<file path="src/hdl/i2cmbe_pkg.sv">
// ----------------------------------------------------------------------------
// I2C master byte engine package
// Shared item types, command codes and stream field positions.
// ----------------------------------------------------------------------------
package i2cmbe_pkg;

   // configuration register width and reset value
   localparam int unsigned CFG_WIDTH = 16;
   localparam logic [CFG_WIDTH-1:0] CFG_RESET = 16'd250;

   // stream widths
   localparam int unsigned REQ_TDATA_WIDTH = 16;
   localparam int unsigned REQ_TUSER_WIDTH = 3;
   localparam int unsigned RSP_TDATA_WIDTH = 16;

   // request tuser layout
   localparam int unsigned REQ_CMD_VALID_BIT = 0;
   localparam int unsigned REQ_OP_LSB        = 1;
   // request tdata layout
   localparam int unsigned REQ_WDATA_LSB     = 0;
   localparam int unsigned REQ_NACK_BIT      = 8;
   localparam int unsigned REQ_SDA_BIT       = 9;

   // response tdata layout
   localparam int unsigned RSP_SCL_BIT       = 0;
   localparam int unsigned RSP_SDA_BIT       = 1;
   localparam int unsigned RSP_BUSY_BIT      = 2;
   localparam int unsigned RSP_DONE_BIT      = 3;
   localparam int unsigned RSP_RBYTE_LSB     = 4;
   localparam int unsigned RSP_ACKED_BIT     = 12;

   // command codes
   localparam logic [1:0] OP_START = 2'd0;
   localparam logic [1:0] OP_WRITE = 2'd1;
   localparam logic [1:0] OP_READ  = 2'd2;
   localparam logic [1:0] OP_STOP  = 2'd3;

   // data bits per byte, bit counter width
   localparam logic [3:0] BITS_PER_BYTE = 4'd8;

   typedef struct packed {
      logic       command_valid;
      logic [1:0] operation;
      logic [7:0] write_data;
      logic       send_nack;
      logic       sda_in;
   } req_item_type;

   typedef struct packed {
      logic       scl_out;
      logic       sda_out;
      logic       busy_res;
      logic       done_res;
      logic [7:0] read_byte;
      logic       slave_acked;
   } rsp_item_type;

endpackage

</file>
<file path="src/hdl/i2cmbe_ingress.sv">
// ----------------------------------------------------------------------------
// I2C master byte engine input register
// Captures one request transfer and holds it until the engine takes it.
// ----------------------------------------------------------------------------
module i2cmbe_ingress (
   input  logic                                  clock,
   input  logic                                  reset,
   input  logic                                  req_tvalid,
   output logic                                  req_tready,
   // [7:0] write_data, [8] send_nack, [9] sda_in, [15:10] zero
   input  logic [i2cmbe_pkg::REQ_TDATA_WIDTH-1:0] req_tdata,
   // [0] command_valid, [2:1] operation
   input  logic [i2cmbe_pkg::REQ_TUSER_WIDTH-1:0] req_tuser,
   input  logic                                  out_free,
   output logic                                  item_valid,
   output i2cmbe_pkg::req_item_type              item
);
   import i2cmbe_pkg::*;

   logic         valid_ff;
   logic         valid_in;
   req_item_type item_ff;
   logic         load;

   // take a new transfer when empty or when the held item moves on
   assign req_tready = !valid_ff || out_free;
   assign load       = req_tvalid && req_tready;

   always_comb begin
      valid_in = valid_ff;
      if (req_tready) begin
         valid_in = req_tvalid;
      end
   end

   always_ff @(posedge clock) begin
      if (reset) begin
         valid_ff <= 1'b0;
      end else begin
         valid_ff <= valid_in;
      end
   end

   // unpack payload fields
   always_ff @(posedge clock) begin
      if (load) begin
         item_ff.command_valid <= req_tuser[REQ_CMD_VALID_BIT];
         item_ff.operation     <= req_tuser[REQ_OP_LSB +: 2];
         item_ff.write_data    <= req_tdata[REQ_WDATA_LSB +: 8];
         item_ff.send_nack     <= req_tdata[REQ_NACK_BIT];
         item_ff.sda_in        <= req_tdata[REQ_SDA_BIT];
      end
   end

   assign item_valid = valid_ff;
   assign item       = item_ff;

endmodule

</file>
<file path="src/hdl/i2cmbe_engine.sv">
// ----------------------------------------------------------------------------
// I2C master byte engine bus sequencer
// Phase sequencer, divider counter, shift register and period register.
// ----------------------------------------------------------------------------
module i2cmbe_engine #(
   parameter int unsigned DIVIDER_WIDTH = 16
) (
   input  logic                                clock,
   input  logic                                reset,
   input  logic                                csr_valid,
   output logic                                csr_ready,
   input  logic [i2cmbe_pkg::CFG_WIDTH-1:0]    csr_data,
   input  logic                                step,
   input  i2cmbe_pkg::req_item_type            item,
   output i2cmbe_pkg::rsp_item_type            result
);
   import i2cmbe_pkg::*;

   // phase codes
   localparam logic [3:0] PH_IDLE  = 4'd0;
   localparam logic [3:0] PH_STA_A = 4'd1;
   localparam logic [3:0] PH_STA_B = 4'd2;
   localparam logic [3:0] PH_STA_C = 4'd3;
   localparam logic [3:0] PH_STA_D = 4'd4;
   localparam logic [3:0] PH_WR_LO = 4'd5;
   localparam logic [3:0] PH_WR_HI = 4'd6;
   localparam logic [3:0] PH_RD_LO = 4'd7;
   localparam logic [3:0] PH_RD_HI = 4'd8;
   localparam logic [3:0] PH_STO_A = 4'd9;
   localparam logic [3:0] PH_STO_B = 4'd10;
   localparam logic [3:0] PH_STO_C = 4'd11;

   logic [CFG_WIDTH-1:0]           half_period_ff;
   logic [3:0]                     phase_ff, phase_in;
   logic [3:0]                     bit_count_ff, bit_count_in;
   logic [7:0]                     shift_ff, shift_in;
   logic [DIVIDER_WIDTH-1:0]       tick_ff, tick_in;
   logic [7:0]                     rcv_ff, rcv_in;
   logic                           ack_ff, ack_in;
   logic                           nack_ff, nack_in;
   logic                           scl_ff, scl_in;
   logic                           sda_ff, sda_in;
   logic                           done;
   logic                           entering;
   logic                           release_clock;
   logic [1:0]                     levels;
   logic [DIVIDER_WIDTH+CFG_WIDTH-1:0] cfg_ext;
   logic [DIVIDER_WIDTH-1:0]       period_raw;
   logic [DIVIDER_WIDTH-1:0]       period;

   // bus levels set on entry to a phase, returned as {scl, sda}
   function automatic logic [1:0] enter_levels(
      input logic [3:0] ph,
      input logic [3:0] bc,
      input logic       msb,
      input logic       nack,
      input logic       scl_cur,
      input logic       sda_cur
   );
      logic c;
      logic d;
      c = scl_cur;
      d = sda_cur;
      case (ph) inside
         PH_STA_A: d = 1'b1;
         PH_STA_B: begin c = 1'b1; d = 1'b1; end
         PH_STA_C: begin c = 1'b1; d = 1'b0; end
         PH_STA_D: begin c = 1'b0; d = 1'b0; end
         PH_WR_LO: begin
            c = 1'b0;
            d = (bc < BITS_PER_BYTE) ? msb : 1'b1;
         end
         PH_RD_LO: begin
            c = 1'b0;
            d = (bc < BITS_PER_BYTE) ? 1'b1 : nack;
         end
         PH_WR_HI, PH_RD_HI: c = 1'b1;
         PH_STO_A: begin c = 1'b0; d = 1'b0; end
         PH_STO_B: begin c = 1'b1; d = 1'b0; end
         PH_STO_C: begin c = 1'b1; d = 1'b1; end
         default: ;
      endcase
      return {c, d};
   endfunction

   // period register, always ready
   assign csr_ready = 1'b1;

   always_ff @(posedge clock) begin
      if (reset) begin
         half_period_ff <= CFG_RESET;
      end else if (csr_valid) begin
         half_period_ff <= csr_data;
      end
   end

   // period modulo the divider range, zero acts as one
   assign cfg_ext    = {{DIVIDER_WIDTH{1'b0}}, half_period_ff};
   assign period_raw = cfg_ext[DIVIDER_WIDTH-1:0];
   assign period     = (period_raw == '0) ? DIVIDER_WIDTH'(1) : period_raw;

   // next state for one tick
   always_comb begin
      phase_in      = phase_ff;
      bit_count_in  = bit_count_ff;
      shift_in      = shift_ff;
      tick_in       = tick_ff;
      rcv_in        = rcv_ff;
      ack_in        = ack_ff;
      nack_in       = nack_ff;
      done          = 1'b0;
      entering      = 1'b0;
      release_clock = 1'b0;

      if (phase_ff == PH_IDLE) begin
         // accept a command
         if (item.command_valid) begin
            bit_count_in = '0;
            entering     = 1'b1;
            unique case (item.operation)
               OP_START: phase_in = PH_STA_A;
               OP_WRITE: begin
                  shift_in = item.write_data;
                  phase_in = PH_WR_LO;
               end
               OP_READ: begin
                  shift_in = '0;
                  nack_in  = item.send_nack;
                  phase_in = PH_RD_LO;
               end
               OP_STOP: phase_in = PH_STO_A;
               default: phase_in = PH_STO_A;
            endcase
         end
      end else if (tick_ff >= period) begin
         // end of the current phase
         unique case (phase_ff)
            PH_STA_A: begin phase_in = PH_STA_B; entering = 1'b1; end
            PH_STA_B: begin phase_in = PH_STA_C; entering = 1'b1; end
            PH_STA_C: begin phase_in = PH_STA_D; entering = 1'b1; end
            PH_WR_LO: begin phase_in = PH_WR_HI; entering = 1'b1; end
            PH_RD_LO: begin phase_in = PH_RD_HI; entering = 1'b1; end
            PH_STO_A: begin phase_in = PH_STO_B; entering = 1'b1; end
            PH_STO_B: begin phase_in = PH_STO_C; entering = 1'b1; end
            PH_WR_HI: begin
               if (bit_count_ff < BITS_PER_BYTE) begin
                  shift_in     = {shift_ff[6:0], 1'b0};
                  bit_count_in = bit_count_ff + 4'd1;
                  phase_in     = PH_WR_LO;
                  entering     = 1'b1;
               end else begin
                  ack_in        = !item.sda_in;
                  release_clock = 1'b1;
                  done          = 1'b1;
               end
            end
            PH_RD_HI: begin
               if (bit_count_ff < BITS_PER_BYTE) begin
                  shift_in     = {shift_ff[6:0], item.sda_in};
                  bit_count_in = bit_count_ff + 4'd1;
                  phase_in     = PH_RD_LO;
                  entering     = 1'b1;
               end else begin
                  rcv_in        = shift_ff;
                  release_clock = 1'b1;
                  done          = 1'b1;
               end
            end
            default: done = 1'b1;
         endcase
      end else begin
         tick_in = tick_ff + DIVIDER_WIDTH'(1);
      end

      if (entering) begin
         tick_in = DIVIDER_WIDTH'(1);
      end
      if (done) begin
         phase_in = PH_IDLE;
         tick_in  = '0;
      end
   end

   // line levels after this tick
   always_comb begin
      levels = enter_levels(phase_in, bit_count_in, shift_in[7], nack_in, scl_ff, sda_ff);
      scl_in = scl_ff;
      sda_in = sda_ff;
      if (entering) begin
         scl_in = levels[1];
         sda_in = levels[0];
      end else if (release_clock) begin
         // clock held low after a byte
         scl_in = 1'b0;
      end
   end

   // advance state once per item
   always_ff @(posedge clock) begin
      if (reset) begin
         phase_ff     <= PH_IDLE;
         bit_count_ff <= '0;
         shift_ff     <= '0;
         tick_ff      <= '0;
         rcv_ff       <= '0;
         ack_ff       <= 1'b0;
         nack_ff      <= 1'b0;
         scl_ff       <= 1'b1;
         sda_ff       <= 1'b1;
      end else if (step) begin
         phase_ff     <= phase_in;
         bit_count_ff <= bit_count_in;
         shift_ff     <= shift_in;
         tick_ff      <= tick_in;
         rcv_ff       <= rcv_in;
         ack_ff       <= ack_in;
         nack_ff      <= nack_in;
         scl_ff       <= scl_in;
         sda_ff       <= sda_in;
      end
   end

   assign result.scl_out     = scl_in;
   assign result.sda_out     = sda_in;
   assign result.busy_res    = (phase_in != PH_IDLE);
   assign result.done_res    = done;
   assign result.read_byte   = rcv_in;
   assign result.slave_acked = ack_in;

endmodule

</file>
<file path="src/hdl/i2cmbe_egress.sv">
// ----------------------------------------------------------------------------
// I2C master byte engine result register
// Holds one result until the response transfer completes.
// ----------------------------------------------------------------------------
module i2cmbe_egress (
   input  logic                                  clock,
   input  logic                                  reset,
   input  logic                                  load,
   input  i2cmbe_pkg::rsp_item_type              result,
   output logic                                  out_free,
   output logic                                  rsp_tvalid,
   input  logic                                  rsp_tready,
   // [0] scl_out, [1] sda_out, [2] busy_res, [3] done_res,
   // [11:4] read_byte, [12] slave_acked, [15:13] zero
   output logic [i2cmbe_pkg::RSP_TDATA_WIDTH-1:0] rsp_tdata
);
   import i2cmbe_pkg::*;

   logic         valid_ff;
   logic         valid_in;
   rsp_item_type data_ff;

   // room for a new result when empty or draining this cycle
   assign out_free = !valid_ff || rsp_tready;

   always_comb begin
      valid_in = valid_ff;
      if (out_free) begin
         valid_in = load;
      end
   end

   always_ff @(posedge clock) begin
      if (reset) begin
         valid_ff <= 1'b0;
      end else begin
         valid_ff <= valid_in;
      end
   end

   always_ff @(posedge clock) begin
      if (load && out_free) begin
         data_ff <= result;
      end
   end

   // pack result fields
   always_comb begin
      rsp_tdata                        = '0;
      rsp_tdata[RSP_SCL_BIT]           = data_ff.scl_out;
      rsp_tdata[RSP_SDA_BIT]           = data_ff.sda_out;
      rsp_tdata[RSP_BUSY_BIT]          = data_ff.busy_res;
      rsp_tdata[RSP_DONE_BIT]          = data_ff.done_res;
      rsp_tdata[RSP_RBYTE_LSB +: 8]    = data_ff.read_byte;
      rsp_tdata[RSP_ACKED_BIT]         = data_ff.slave_acked;
   end

   assign rsp_tvalid = valid_ff;

endmodule

</file>
<file path="src/hdl/i2c_master_byte_engine_top.sv">
// ----------------------------------------------------------------------------
// I2C master byte engine top level
// Tick-driven I2C master: start, byte write, byte read and stop commands.
// ----------------------------------------------------------------------------
// Each request transfer is one bus tick and yields exactly one response
// transfer with the clock and data line levels after that tick, busy, a
// one-tick done pulse, the last read byte and the last write acknowledge.
// The block takes one request per cycle unless a stalled response holds the
// pipeline; each request passes the input register, then the result register.
// Every bus phase lasts half_period_ticks ticks, set over the csr port; the
// value is taken modulo 2^DIVIDER_WIDTH and zero acts as one.
// Commands that arrive while a command is in progress are dropped.
module i2c_master_byte_engine_top #(
   parameter int unsigned DIVIDER_WIDTH = 16
) (
   input  logic                                  clock,
   input  logic                                  reset,
   // configuration: half_period_ticks
   input  logic                                  csr_valid,
   output logic                                  csr_ready,
   input  logic [i2cmbe_pkg::CFG_WIDTH-1:0]       csr_data,
   // request stream
   input  logic                                  req_tvalid,
   output logic                                  req_tready,
   // [7:0] write_data, [8] send_nack, [9] sda_in, [15:10] zero
   input  logic [i2cmbe_pkg::REQ_TDATA_WIDTH-1:0] req_tdata,
   // [0] command_valid, [2:1] operation
   input  logic [i2cmbe_pkg::REQ_TUSER_WIDTH-1:0] req_tuser,
   // response stream
   output logic                                  rsp_tvalid,
   input  logic                                  rsp_tready,
   // [0] scl_out, [1] sda_out, [2] busy_res, [3] done_res,
   // [11:4] read_byte, [12] slave_acked, [15:13] zero
   output logic [i2cmbe_pkg::RSP_TDATA_WIDTH-1:0] rsp_tdata
);
   import i2cmbe_pkg::*;

   logic         out_free;
   logic         item_valid;
   logic         step;
   req_item_type item;
   rsp_item_type result;

   // one engine step per held item when the result register has room
   assign step = item_valid && out_free;

   i2cmbe_ingress u_ingress (
      .clock      (clock),
      .reset      (reset),
      .req_tvalid (req_tvalid),
      .req_tready (req_tready),
      .req_tdata  (req_tdata),
      .req_tuser  (req_tuser),
      .out_free   (out_free),
      .item_valid (item_valid),
      .item       (item)
   );

   i2cmbe_engine #(
      .DIVIDER_WIDTH (DIVIDER_WIDTH)
   ) u_engine (
      .clock     (clock),
      .reset     (reset),
      .csr_valid (csr_valid),
      .csr_ready (csr_ready),
      .csr_data  (csr_data),
      .step      (step),
      .item      (item),
      .result    (result)
   );

   i2cmbe_egress u_egress (
      .clock      (clock),
      .reset      (reset),
      .load       (step),
      .result     (result),
      .out_free   (out_free),
      .rsp_tvalid (rsp_tvalid),
      .rsp_tready (rsp_tready),
      .rsp_tdata  (rsp_tdata)
   );

endmodule

</file>
<file path="config.mk">
export PLATFORM = sky130hd
export DESIGN_NAME = i2c_master_byte_engine_top
export DESIGN_NICKNAME = d
export VERILOG_FILES = /design/src/hdl/i2cmbe_pkg.sv /design/src/hdl/i2cmbe_ingress.sv /design/src/hdl/i2cmbe_engine.sv /design/src/hdl/i2cmbe_egress.sv /design/src/hdl/i2c_master_byte_engine_top.sv
export SDC_FILE = /design/constraint.sdc
export NUM_CORES = 1
export LEC_CHECK = 0
export ABC_CLOCK_PERIOD_IN_PS = 7700
export BUFFER_PORTS_ARGS = -buffer_cell sky130_fd_sc_hd__buf_4
export CAP_MARGIN = 20
export CORE_ASPECT_RATIO = 1.1
export CORE_MARGIN = 3
export CORE_UTILIZATION = 60
export CTS_BUF_LIST = sky130_fd_sc_hd__clkbuf_4
export DETAILED_ROUTE_END_ITERATION = 7
export PLACE_DENSITY = 0.82
export SLEW_MARGIN = 0
export SYNTH_ARGS = -nofsm -noshare
export SYNTH_HDL_FRONTEND = slang
export SYNTH_SLANG_ARGS = --single-unit
</file>
<file path="constraint.sdc">
create_clock -name clock -period 7.7 [get_ports clock]
set_clock_uncertainty 0.1 [all_clocks]
set_input_delay 1.54 -clock clock [delete_from_list [all_inputs] [get_ports clock]]
set_output_delay 1.54 -clock clock [all_outputs]
set_load 0.01 [all_outputs]
</file>
; ---- After elaboration in Yosys (flattened, before gate mapping)
; Index checks and enable logic that the tools add are counted.
[op_classes]
addsub = 2
order_cmp = 3
eq_ne = 29
n_mux = 73
n_reduce_logical = 19
[op_table]
columns = op, count
row1 = $mux W16, 5
row2 = $mux W8, 9
row3 = $mux W4, 11
row4 = $mux W1, 42
row5 = $pmux W4 S9, 1
row6 = $pmux W8 S2, 2
row7 = $eq A4 B3 Y1 const B, 7
row8 = $eq A4 B4 Y1 const B, 7
row9 = $add A16 B1 Y16 const B, 1
row10 = $eq A4 B2 Y1 const B, 4
row11 = $ge A16 B16 Y1, 1
row12 = $logic_not A16 Y1, 1
row13 = $pmux W4 S4, 1
row14 = $ne A3 B1 Y1 const B, 4
row15 = $eq A4 B1 Y1 const B, 2
row16 = $lt A4 B4 Y1 const B, 2
row17 = $reduce_and A7 Y1, 1
row18 = $reduce_or A7 Y1, 1
row19 = $add A4 B1 Y4 const B, 1
row20 = $eq A2 B2 Y1 const B, 2
row21 = $logic_not A4 Y1, 1
row22 = $pmux W1 S2, 2
row23 = $reduce_bool A4 Y1, 1
row24 = $reduce_or A2 Y1, 2
row25 = 10 further kinds, 15
[totals]
regBits = 88
in_bits = 40
output_inout_bits = 19
elab_cells = 150

; ---- Logic depth before layout (Yosys ltp)
; Gate-level depths: netlist (run 1).
[depth]
word_depth = 18
mapped_depth = 14
depth_no_buf = 12

; ---- Modules after synthesis
; Synthesis (run 1) repeated with hierarchy kept, for this count alone.
[hier_totals]
cells_unflattened = 508
area_unflattened_um2 = 4794.6
[modules_own_cells]
columns = mod, n_inst, cells_per_inst, area_per_inst_um2, seq_area_each_um2
row1 = i2cmbe_engine, 1, 467, 3871.2, 1201.2
row2 = i2cmbe_egress, 1, 22, 471.7, 410.4
row3 = i2cmbe_ingress, 1, 18, 445.4, 410.4
row4 = i2c_master_byte_engine_top, 1, 1, 6.3, 0.0

; ---- Least setup slack after synthesis (run 1)
; Ideal clock, no wire load.
[synth_path]
path_kind = input-to-output
start = in rsp_tready
end = out req_tready
t_arrival_ps = 1837
t_required_ps = 6060
setup_slack_ps = 4223
path_stages = 2
n_path_buf = 0
cell_sequence = nor2b_1 nand2_1
[synth_between]
elab_chain_len = 2
[synth_lines]
columns = element, line
row1 = from (decl), i2c_master_byte_engine_top.sv:31  ; input logic rsp_tready,
row2 = $logic_or A1 B1 Y1, i2cmbe_egress.sv:24  ; assign out_free = !valid_ff || rsp_tready;
row3 = $logic_or A1 B1 Y1, i2cmbe_ingress.sv:26  ; assign req_tready = !valid_ff || out_free;
row4 = to (decl), i2c_master_byte_engine_top.sv:24  ; output logic req_tready,
; No other way between the ends.

==> reports/metrics.yaml, run 1 <==
timing:
  finalHoldViolCount: 0
  finalSetupViolCount: 0
  slew_headroom: 0.271
  post-route-period-util: 0.500
  period_minus_slack_ns: 3.85
  final.setup.tns_ns: 0
  fmax_ghz: 0.260
  rsz0062_at_grt: "false"
  drv_slew: 0
  hold_slack_ns: 0.370
  tightest_slew_ns: 1.08
grt:
  grt_pass1_wl_mm: 16.1
  groute.usage.overall: 0.230
  grt_start_max_net_pins: 43
  grt_pass1_vias: 3543
  antenna_found_initial: 0
  grt_overflow_total: 0
synthesis:
  synth-async-reset-ratio: 0
  ys.flop_type: "dfxtp_1"
  synth_edf_count: 26
  seq_area_frac_synth: 0.441
  synth-compound-area-share: 0.150
  syn_avg_cell_area_sq_um: 9.19
  synth-seq-cells: 88
  synthMuxAreaShare: 0.0504
  yosysUniqueCellTypes: 70
  synth_top_family_by_area: "simple AND/OR/NAND/NOR gates"
  synth_fa_ha_area_frac: 0.0573
  syn_inst: 499
  synth_xor_xnor_area_share: 0.0305
  synth-simple-area-share: 0.215
  synth_area_sq_um: 4590
  synth_warnings: 0
clock_tree:
  cts_tree: "built"
  cts_buffers: 9
  cts-root-buf: "clkbuf_4"
  htree_levels: 3
  clkTransAtPathRegs_ns: 0.15
  cts_repair_resize_count: 0
  clk_latency_ns: 0.45
  cts_setup_buffers: 0
  clock-sinks: 88
  clockBufferDepth: 2
  hold_buffers: 0
pwr:
  p_int_uw: 679
  p_clk_frac: 0.292
  p_sw_uw: 287
  power_leakage_nw: 2.06
  swShare: 0.297
  powerDensity_nw_per_um2: 190
  sequentialPowerShare: 0.538
  pwr-share-comb: 0.170
  vdd_ir_drop_max_v: 0.000120
run_status:
  status: "completed"
final_layout:
  layout-area-overhead-vs-synth_pct: 11.0
  fin_nets: 591
  multiInputGateArea_sq_um: 2320
  final-seq-area_sq_um: 2020
  antennaDiodeCount: 0
  final_layout_size_suffix_gt1_frac: 0.176
  fillerInstances: 584
  fin_area_sq_um: 5090
critical_path:
  worstPathMaxFanout: 10
  cp-start-kind: "register"
  required_ns: 7.89
  path_class: "register to register"
  critPathCaptureType: "register"
  arrival_ns: 4.04
die:
  fp.dieArea_sq_um: 8730
  coreArea_sq_um: 7210
  die_w_um: 89.4
  start_util: 0.637
  num_rows: 32
  pin_count: 59
  die_h_um: 97.7
drt:
  drtAntennaViolNets: 0
  vias: 3732
  wl_mm: 9.77
  dr.first_iter.drc_count: 261
  drcViolationCount: 0
  via_per_inst: 6.02
  drtPass1Iterations: 4
  avgRoutedWirePerCell_um: 15.8
flow_run:
  cap_violations: 0
placed_design:
  place_congestion: 0.857
  numPortBuffers: 48
  hpwl_mm: 7.15
  placed_cell_area_sq_um: 4910
hold_path:
  hold_path_class: "register to register"
cells by family (layout without fill, tap and decap cells):
kind of cell               count (synthesis)  count (layout)
and+or+nand+nor                          194             194
other                                      2               4
muxes                                     22              22
xor gates and xnor gates                  16              16
AOI/OAI and AO/OA                         98              98
adders and majority gates                 21              21
buffers and inverters                     58              92
DFF                                       88              88
registers in the layout, summed over array words and instances, names as in the netlist:
name,count
u_engine.half_period_ff,16
u_engine.tick_ff,16
u_egress.rsp_tdata,13
u_ingress.item,13
u_engine.rcv_ff,8
u_engine.shift_ff,8
u_engine.bit_count_ff,4
u_engine.phase_ff,4
u_egress.rsp_tvalid,1
u_engine.ack_ff,1
u_engine.nack_ff,1
u_engine.scl_ff,1
u_engine.sda_ff,1
u_ingress.item_valid,1
layout by cell type (no fill, tap or decap), types with 3 or more instances in the layout:
cell type  synthesis  layout
nand2_1           44      44
xor2_1            10      10
edfxtp_1          26      26
dfxtp_1           62      62
nand2b_1           5       5
and2_1             4       4
a31oi_1            6       6
a21oi_1           23      23
xnor2_1            6       6
ha_1              21      21
a22oi_1            9       9
and3_1             6       6
nor3_1            11      11
inv_6              0       3
o211ai_1           8       8
conb_1             2       4
nand3_1            7       7
nor4_1             5       5
o21ai_0           15      15
mux2_2             9       9
nor2_1            78      78
mux2i_1           13      13
or4_1              3       3
clkbuf_4           0       9
buf_4              6      48
inv_1             27      27
and4_1             3       3
a211oi_1           8       8
nand4_1           10      10
layout make-up:
cell class,count,area share
multi-input combinational,355,0.456
sequential,88,0.397
timing repair buffer,49,0.0762
tap,85,0.0209
inverter,27,0.0199
clock inverter,7,0.0170
clock buffer,9,0.0133
path summary, 6_finish.rpt:
path         slack [ns]                       start  cells past startpoint                     to
min reg2reg        0.37             u_engine.ack_ff                      2        u_engine.ack_ff
max                3.85  u_engine.half_period_ff[9]                     12  u_egress.rsp_tdata[1]
max reg2reg        3.85  u_engine.half_period_ff[9]                     12  u_egress.rsp_tdata[1]
min                0.37             u_engine.ack_ff                      2        u_engine.ack_ff
power by group through the flow:
stage	combinational, mW	clock [mW]	sequential [mW]
detailed placement	0.160	0	0.529
global route	0.180	0.307	0.523
global placement	0.155	0	0.529
floorplan	0.121	0	0.523
CTS	0.161	0.286	0.519
finish	0.164	0.282	0.519
stage by stage:
step | setup slack (ns) | power [mW] | instances | util
5_1_grt | 3.58 | 1.01 | 620 | 0.707
6_report | 3.85 | 0.965 | 620 | 0.707
4_1_cts | 3.54 | 0.966 | 619 | 0.703
2_1_floorplan | 4.22 | 0.644 | 501 | -
3_3_place_gp | 3.13 | 0.683 | 603 | 0.681
3_5_place_dp | 3.04 | 0.689 | 603 | 0.681
critical path: stages, from the launching register on:
cell      delay (ns)
dfxtp_1         0.36
nor4_1          0.48
a41o_1          0.26
ha_1            0.22
nand2b_1        0.14
a2111o_1        0.46
nand3_2         0.17
nand3_4         0.16
and3_1          0.36
o311ai_1        0.34
a211oi_1        0.12
a311o_1         0.36
a31oi_1         0.17
Yosys cell counts (all sizes together) (7+ instances only):
cell,number,share of area
a211oi,8,0.013
a21oi,24,0.027
a22oi,9,0.015
and3,7,0.0098
buf,12,0.017
clkbuf,19,0.016
dfxtp,62,0.27
edfxtp,26,0.17
ha,21,0.057
inv,27,0.022
mux2,9,0.022
mux2i,13,0.028
nand2,44,0.036
nand3,9,0.014
nand4,11,0.016
nor2,79,0.066
nor3,14,0.021
nor4,7,0.014
o211ai,8,0.013
o21ai,17,0.019
xor2,10,0.019
metal layers:
layer  track usage  vias to the layer above  routed length [um]
li1              -                     1827                   -
met1         0.268                     1770                3950
met2         0.393                      113                5060
met3        0.0568                       22                 491
met4         0.101                        0                 265
met5             0                        -                   0
(Power assumes the default switching activity.)
==> inputs of run 2 (changes only) <==
--- a/config.mk
+++ b/config.mk
@@ -5,15 +5,16 @@
 export SDC_FILE = /design/constraint.sdc
 export NUM_CORES = 1
 export LEC_CHECK = 0
-export ABC_CLOCK_PERIOD_IN_PS = 7700
+export ABC_AREA = 1
+export ABC_CLOCK_PERIOD_IN_PS = 3400
 export BUFFER_PORTS_ARGS = -buffer_cell sky130_fd_sc_hd__buf_4
 export CAP_MARGIN = 20
 export CORE_ASPECT_RATIO = 1.1
 export CORE_MARGIN = 3
-export CORE_UTILIZATION = 60
+export CORE_UTILIZATION = 54
 export CTS_BUF_LIST = sky130_fd_sc_hd__clkbuf_4
 export DETAILED_ROUTE_END_ITERATION = 7
-export PLACE_DENSITY = 0.82
+export PLACE_DENSITY = 0.78
 export SLEW_MARGIN = 0
 export SYNTH_ARGS = -nofsm -noshare
 export SYNTH_HDL_FRONTEND = slang
==> constraint.sdc (replaced) <==
create_clock -name clock -period 3.4 [get_ports clock]
set_clock_uncertainty 0.1 [all_clocks]
set_input_delay 0.68 -clock clock [delete_from_list [all_inputs] [get_ports clock]]
set_output_delay 0.68 -clock clock [all_outputs]
set_load 0.01 [all_outputs]
==> run 2 against run 1 <==
Net effect: via count increased by 11%; wire length increased by 7.0%; maximum frequency increased by 25%; critical path depth increased by 6; area after synthesis increased by 2.4%; synthesized cell count increased by 25%; worst setup slack got worse by 3.5 ns; largest cell class unchanged.
==> reports/metrics.yaml, run 2 <==
run_status:
  status: "completed"
timing:
  slew_headroom: 0.613
  post-route-period-util: 0.905
  period_minus_slack_ns: 3.08
  tightest_slew_ns: 0.580
  rsz0062_at_grt: "false"
  drv_slew: 0
  finalHoldViolCount: 0
  fmax_ghz: 0.325
  finalSetupViolCount: 0
  final.setup.tns_ns: 0
final_layout:
  multiInputGateArea_sq_um: 2250
  layout-area-overhead-vs-synth_pct: 13.4
  fin_nets: 733
  final_common_cell: "nand2_1"
  final_layout_size_suffix_gt1_frac: 0.155
  fillerInstances: 738
  final-seq-area_sq_um: 2020
  biggestRegsByFlops: "u_engine.half_period_ff (16), u_engine.tick_ff (16)"
  antennaDiodeCount: 0
  final_cell_mix: "117 x nand2_1, 80 x inv_1, 68 x nor2_1"
  fin_area_sq_um: 5330
drt:
  drtAntennaViolNets: 0
  vias: 4144
  wl_mm: 10.5
  drtPass1Iterations: 6
  dr.first_iter.drc_count: 243
  via_per_inst: 5.26
  avgRoutedWirePerCell_um: 13.3
  drcViolationCount: 0
critical_path:
  required_ns: 3.50
  critPathCaptureType: "register"
  path_class: "register to register"
  worstPathMaxFanout: 7
  cp-start-kind: "register"
  arrival_ns: 3.18
clock_tree:
  clkTransAtPathRegs_ns: 0.14
  htree_levels: 3
  cts_buffers: 9
  cts_tree: "built"
  hold_buffers: 0
  cts_setup_buffers: 0
  clockBufferDepth: 2
  clk_latency_ns: 0.43
  clock-sinks: 88
  cts-root-buf: "clkbuf_4"
placed_design:
  numPortBuffers: 48
  hpwl_mm: 7.93
  place_congestion: 0.886
  placed_cell_area_sq_um: 5170
grt:
  grt_overflow_total: 0
  antenna_found_initial: 0
  grt_pass1_vias: 4039
  grt_start_max_net_pins: 29
  groute.usage.overall: 0.227
  grt_pass1_wl_mm: 17.9
flow_run:
  cap_violations: 0
die:
  fp.dieArea_sq_um: 9860
  pin_count: 59
  start_util: 0.559
  die_h_um: 104
  num_rows: 35
  coreArea_sq_um: 8410
  die_w_um: 94.9
synthesis:
  synth-async-reset-ratio: 0
  syn_inst: 623
  synth_top_cell_area_share: 0.264
  synth_edf_count: 26
  synth_warnings: 0
  synth_top_area_cell: "dfxtp_1"
  yosys.cell_count.top_type: "nand2_1"
  seq_area_frac_synth: 0.430
  synth_area_sq_um: 4700
  syn_avg_cell_area_sq_um: 7.54
  synth-seq-cells: 88
  yosysUniqueCellTypes: 36
  synth_commonest_cells: "118 x nand2_1, 80 x inv_1, 68 x nor2_1, 62 x dfxtp_1, 61 x a21oi_1"
  ys.flop_type: "dfxtp_1"
  synthTopCellsByArea: "dfxtp_1 26%, edfxtp_1 17%, nand2_1 9.4%, a21oi_1 6.5%, inv_1 6.4%"
pwr:
  powerDensity_nw_per_um2: 445
  power_leakage_nw: 2.47
  vdd_ir_drop_max_v: 0.000259
hold_path:
  hold_path_class: "input port to register"
run 2: cell types whose count changed after synthesis, sizes merged, moves of 13 or more:
cell	delta
a21oi	+38
inv	+63
mux2i	-13
nand2	+86
nand3	+18
o21ai	+37
run 2: final timing paths:
path / start / slack (ns) / cells past startpoint / endpoint
worst max-delay path: u_engine.half_period_ff[12] / 0.32 / 18 / u_egress.rsp_tdata[0]
worst min-delay path: req_tdata[6] / 0.32 / 1 / u_ingress.item[8]
worst max register to register: u_engine.half_period_ff[12] / 0.32 / 18 / u_egress.rsp_tdata[0]
worst min register to register: u_engine.shift_ff[5] / 0.38 / 2 / u_engine.shift_ff[6]
run 2: through the flow:
step                       util  hold WS [ns]  cells  setup WS [ns]  power, mW
final                     0.634         0.320    788          0.322       2.37
after detailed placement  0.615         0.357    772          0.304       1.73
after global placement    0.615         0.353    772          0.354       1.71
after floorplan               -         0.338    625          0.754       1.58
after CTS                 0.634         0.293    788          0.261       2.39
after global routing      0.634         0.272    788         0.0121       2.51
run 2: layout make-up:
type	instances	area share
Tap cell	111	0.0261
Multi-Input combinational cell	427	0.422
Timing Repair Buffer	56	0.0789
Inverter	90	0.0634
Clock inverter	7	0.0176
Sequential cell	88	0.379
Clock buffer	9	0.0127
run 2: layer usage:
metal | vias up | global-route usage | routed length [um]
met5 | - | 0 | 0
met4 | 0 | 0.0742 | 252
met3 | 21 | 0.0494 | 457
met2 | 107 | 0.399 | 5410
met1 | 1870 | 0.269 | 4330
li1 | 2146 | - | -
run 2: power by group:
group	switching [mW]	total [mW]	leakage [nW]	internal, mW
clock network	0.363	0.663	0.0844	0.300
logic	0.337	0.524	1.63	0.187
registers	0.0395	1.19	0.758	1.15
total	0.740	2.37	2.47	1.63
run 2: logic make-up after synthesis:
family	Yosys count	synth area share
other	2	0.00160
adder cells (fa/ha/maj)	21	0.0559
AO/OA/AOI/OAI	136	0.158
AND/OR/NAND/NOR	256	0.243
flip-flops	88	0.430
buffers and inverters	110	0.0929
XOR/XNOR	10	0.0186
run 2: what timing repair did:
item / in CTS / in global routing
hold endpoints to repair: 0 / 0
endpoints found under the setup margin: 0 / 7
gates resized for setup: 0 / 1
run 2: worst max-delay path: stages (launching register included):
cell      delay (ns)
dfxtp_1         0.34
nor4_1          0.30
buf_4           0.18
a41o_1          0.17
ha_1            0.22
nand4_1         0.11
nor2_1          0.05
nor2_1          0.07
nand2_1         0.10
nand2_2         0.15
nand2_2         0.13
nand2_2         0.13
nand2_1         0.09
a21oi_1         0.21
nand2_2         0.10
o211ai_1        0.19
nand2_1         0.07
nand2_1         0.07
nand2_1         0.06
==> inputs of run 3 (changes only) <==
--- a/config.mk
+++ b/config.mk
@@ -6,15 +6,13 @@
 export NUM_CORES = 1
 export LEC_CHECK = 0
 export ABC_AREA = 1
-export ABC_CLOCK_PERIOD_IN_PS = 3400
+export ABC_CLOCK_PERIOD_IN_PS = 3100
 export BUFFER_PORTS_ARGS = -buffer_cell sky130_fd_sc_hd__buf_4
 export CAP_MARGIN = 20
 export CORE_ASPECT_RATIO = 1.1
-export CORE_MARGIN = 3
-export CORE_UTILIZATION = 54
-export CTS_BUF_LIST = sky130_fd_sc_hd__clkbuf_4
+export CORE_UTILIZATION = 58
 export DETAILED_ROUTE_END_ITERATION = 7
-export PLACE_DENSITY = 0.78
+export PLACE_DENSITY = 0.8
 export SLEW_MARGIN = 0
 export SYNTH_ARGS = -nofsm -noshare
 export SYNTH_HDL_FRONTEND = slang
==> constraint.sdc (replaced) <==
create_clock -name clock -period 3.1 [get_ports clock]
set_clock_uncertainty 0.1 [all_clocks]
set_input_delay 0.62 -clock clock [delete_from_list [all_inputs] [get_ports clock]]
set_output_delay 0.62 -clock clock [all_outputs]
set_load 0.01 [all_outputs]
==> run 3 against run 2 <==
Net effect: power is 23% higher; final cell count grew 1.6%; combinational power is 27% higher; maximum frequency is 3.2% higher; register-to-register slack got worse by 0.20 ns; largest power group unchanged.
==> reports/metrics.yaml, run 3 (synthesized netlist as in run 2, its figures left out) <==
clock_tree:
  clkTransAtPathRegs_ns: 0.10
  htree_levels: 3
  hold_buffers: 0
  clk_latency_ns: 0.37
  clockBufferDepth: 2
  cts_buffers: 9
  clock-sinks: 88
  cts-root-buf: "clkbuf_8"
  cts_tree: "built"
hold_path:
  hold_path_class: "input port to register"
  holdPathStages: 1
final_layout:
  final_common_cell: "nand2_1"
  final_layout_size_suffix_gt1_frac: 0.198
  biggestRegsByFlops: "u_engine.half_period_ff (16), u_engine.tick_ff (16)"
  final_util: 0.715
  fin_nets: 749
  fillerInstances: 624
  final_cell_mix: "115 x nand2_1, 79 x inv_1, 70 x buf_4"
  antennaDiodeCount: 0
  layout-area-overhead-vs-synth_pct: 19.7
placed_design:
  place_congestion: 0.930
  numPortBuffers: 48
  hpwl_mm: 7.98
timing:
  rsz0062_at_grt: "true"
  drv_slew: 0
  period_minus_slack_ns: 2.98
  hold_slack_ns: 0.318
  finalHoldViolCount: 0
  post-route-period-util: 0.962
  fmax_ghz: 0.335
  finalSetupViolCount: 0
die:
  die_w_um: 87.8
  coreArea_sq_um: 7870
  die_h_um: 96.4
  fp.dieArea_sq_um: 8470
  start_util: 0.597
  num_rows: 34
  pin_count: 59
critical_path:
  path_class: "register to register"
  crit_chain: "nor4_2 -> buf_4 -> a41o_1 -> ha_1 -> nand4_1 -> nor2_1 -> nor2_1 -> nand2_1 -> nand2_2 -> nand2_4 -> nand2_4 -> inv_4 -> nor2_4 -> nand2_4 -> buf_4 -> a21oi_2 -> nand2_1 -> nand2_1 -> inv_2 -> a21boi_1"
  worstPathMaxFanout: 7
  cp_slowest_cell: "dfxtp_2"
  arrival_ns: 3.11
  critPathCaptureType: "register"
  cp-start-kind: "register"
  crit_cells: 20
  r2r_cells: 20
  cp_slowest_stage_delay_ns: 0.34
  regToRegSetupSlack_ns: 0.12
  path_buf_inv: 4
  required_ns: 3.22
  crit_family: "simple AND/OR/NAND/NOR gates"
drt:
  via_per_inst: 5.33
  drtAntennaViolNets: 0
  drtPass1Iterations: 5
  dr.first_iter.drc_count: 221
  vias: 4268
  avgRoutedWirePerCell_um: 13.5
  drcViolationCount: 0
  wl_mm: 10.8
grt:
  antenna_found_initial: 0
  grt_pass1_vias: 4021
  groute.usage.overall: 0.265
  grt_pass1_wl_mm: 17.3
  grt_overflow_total: 0
  grt_start_max_net_pins: 29
pwr:
  power_leakage_nw: 2.61
  powerDensity_nw_per_um2: 518
  vdd_ir_drop_max_v: 0.000323
flow_run:
  cap_violations: 0
run_status:
  status: "completed"
[run 3: final timing paths]
path                               start               endpoint
max reg2reg  u_engine.half_period_ff[15]  u_egress.rsp_tdata[1]
min reg2reg         u_engine.shift_ff[1]   u_engine.shift_ff[2]
min                         req_tdata[2]      u_ingress.item[4]
max          u_engine.half_period_ff[15]  u_egress.rsp_tdata[1]
[run 3: through the flow]
step | worst slack [ns] | cells | area [sq um] | total power [mW] | setup TNS (ns)
floorplan | 0.454 | 625 | 4710 | 1.73 | 0
global placement | 0.182 | 780 | 5250 | 1.90 | 0
detailed placement | 0.0625 | 780 | 5250 | 1.92 | 0
CTS | 0.0470 | 796 | 5480 | 2.85 | 0
global route | -0.0594 | 801 | 5620 | 3.05 | -0.105
finish | 0.118 | 801 | 5620 | 2.91 | 0
[run 3: power breakdown]
group | internal, mW | switching, mW | total (mW)
Clock | 0.473 | 0.469 | 0.941
Combinational | 0.260 | 0.406 | 0.666
Sequential | 1.26 | 0.0468 | 1.30
[run 3: timing repair]
action	4_1_cts	5_1_grt
gates resized for setup	0	26
endpoints found under the setup margin	0	11
endpoints found under the hold margin	0	0
buffers inserted	0	5
[run 3: layout make-up]
cell class / count / area, sq um / area share
repair buffers: 72 / 548 / 0.0974
clock inverters: 7 / 111 / 0.0198
clock buffers: 9 / 124 / 0.0220
well taps: 108 / 135 / 0.0240
multi-input cells: 427 / 2340 / 0.416
flip-flops and latches: 88 / 2020 / 0.360
inverters: 90 / 344 / 0.0612
[run 3: layer usage]
| metal | up-vias | global-route usage | routed length [um] |
|---|---|---|---|
| met2 | 123 | 0.479 | 5500 |
| met4 | 0 | 0.115 | 242 |
| met1 | 1949 | 0.309 | 4640 |
| li1 | 2176 | - | - |
| met3 | 20 | 0.0442 | 437 |
| met5 | - | 0 | 0 |
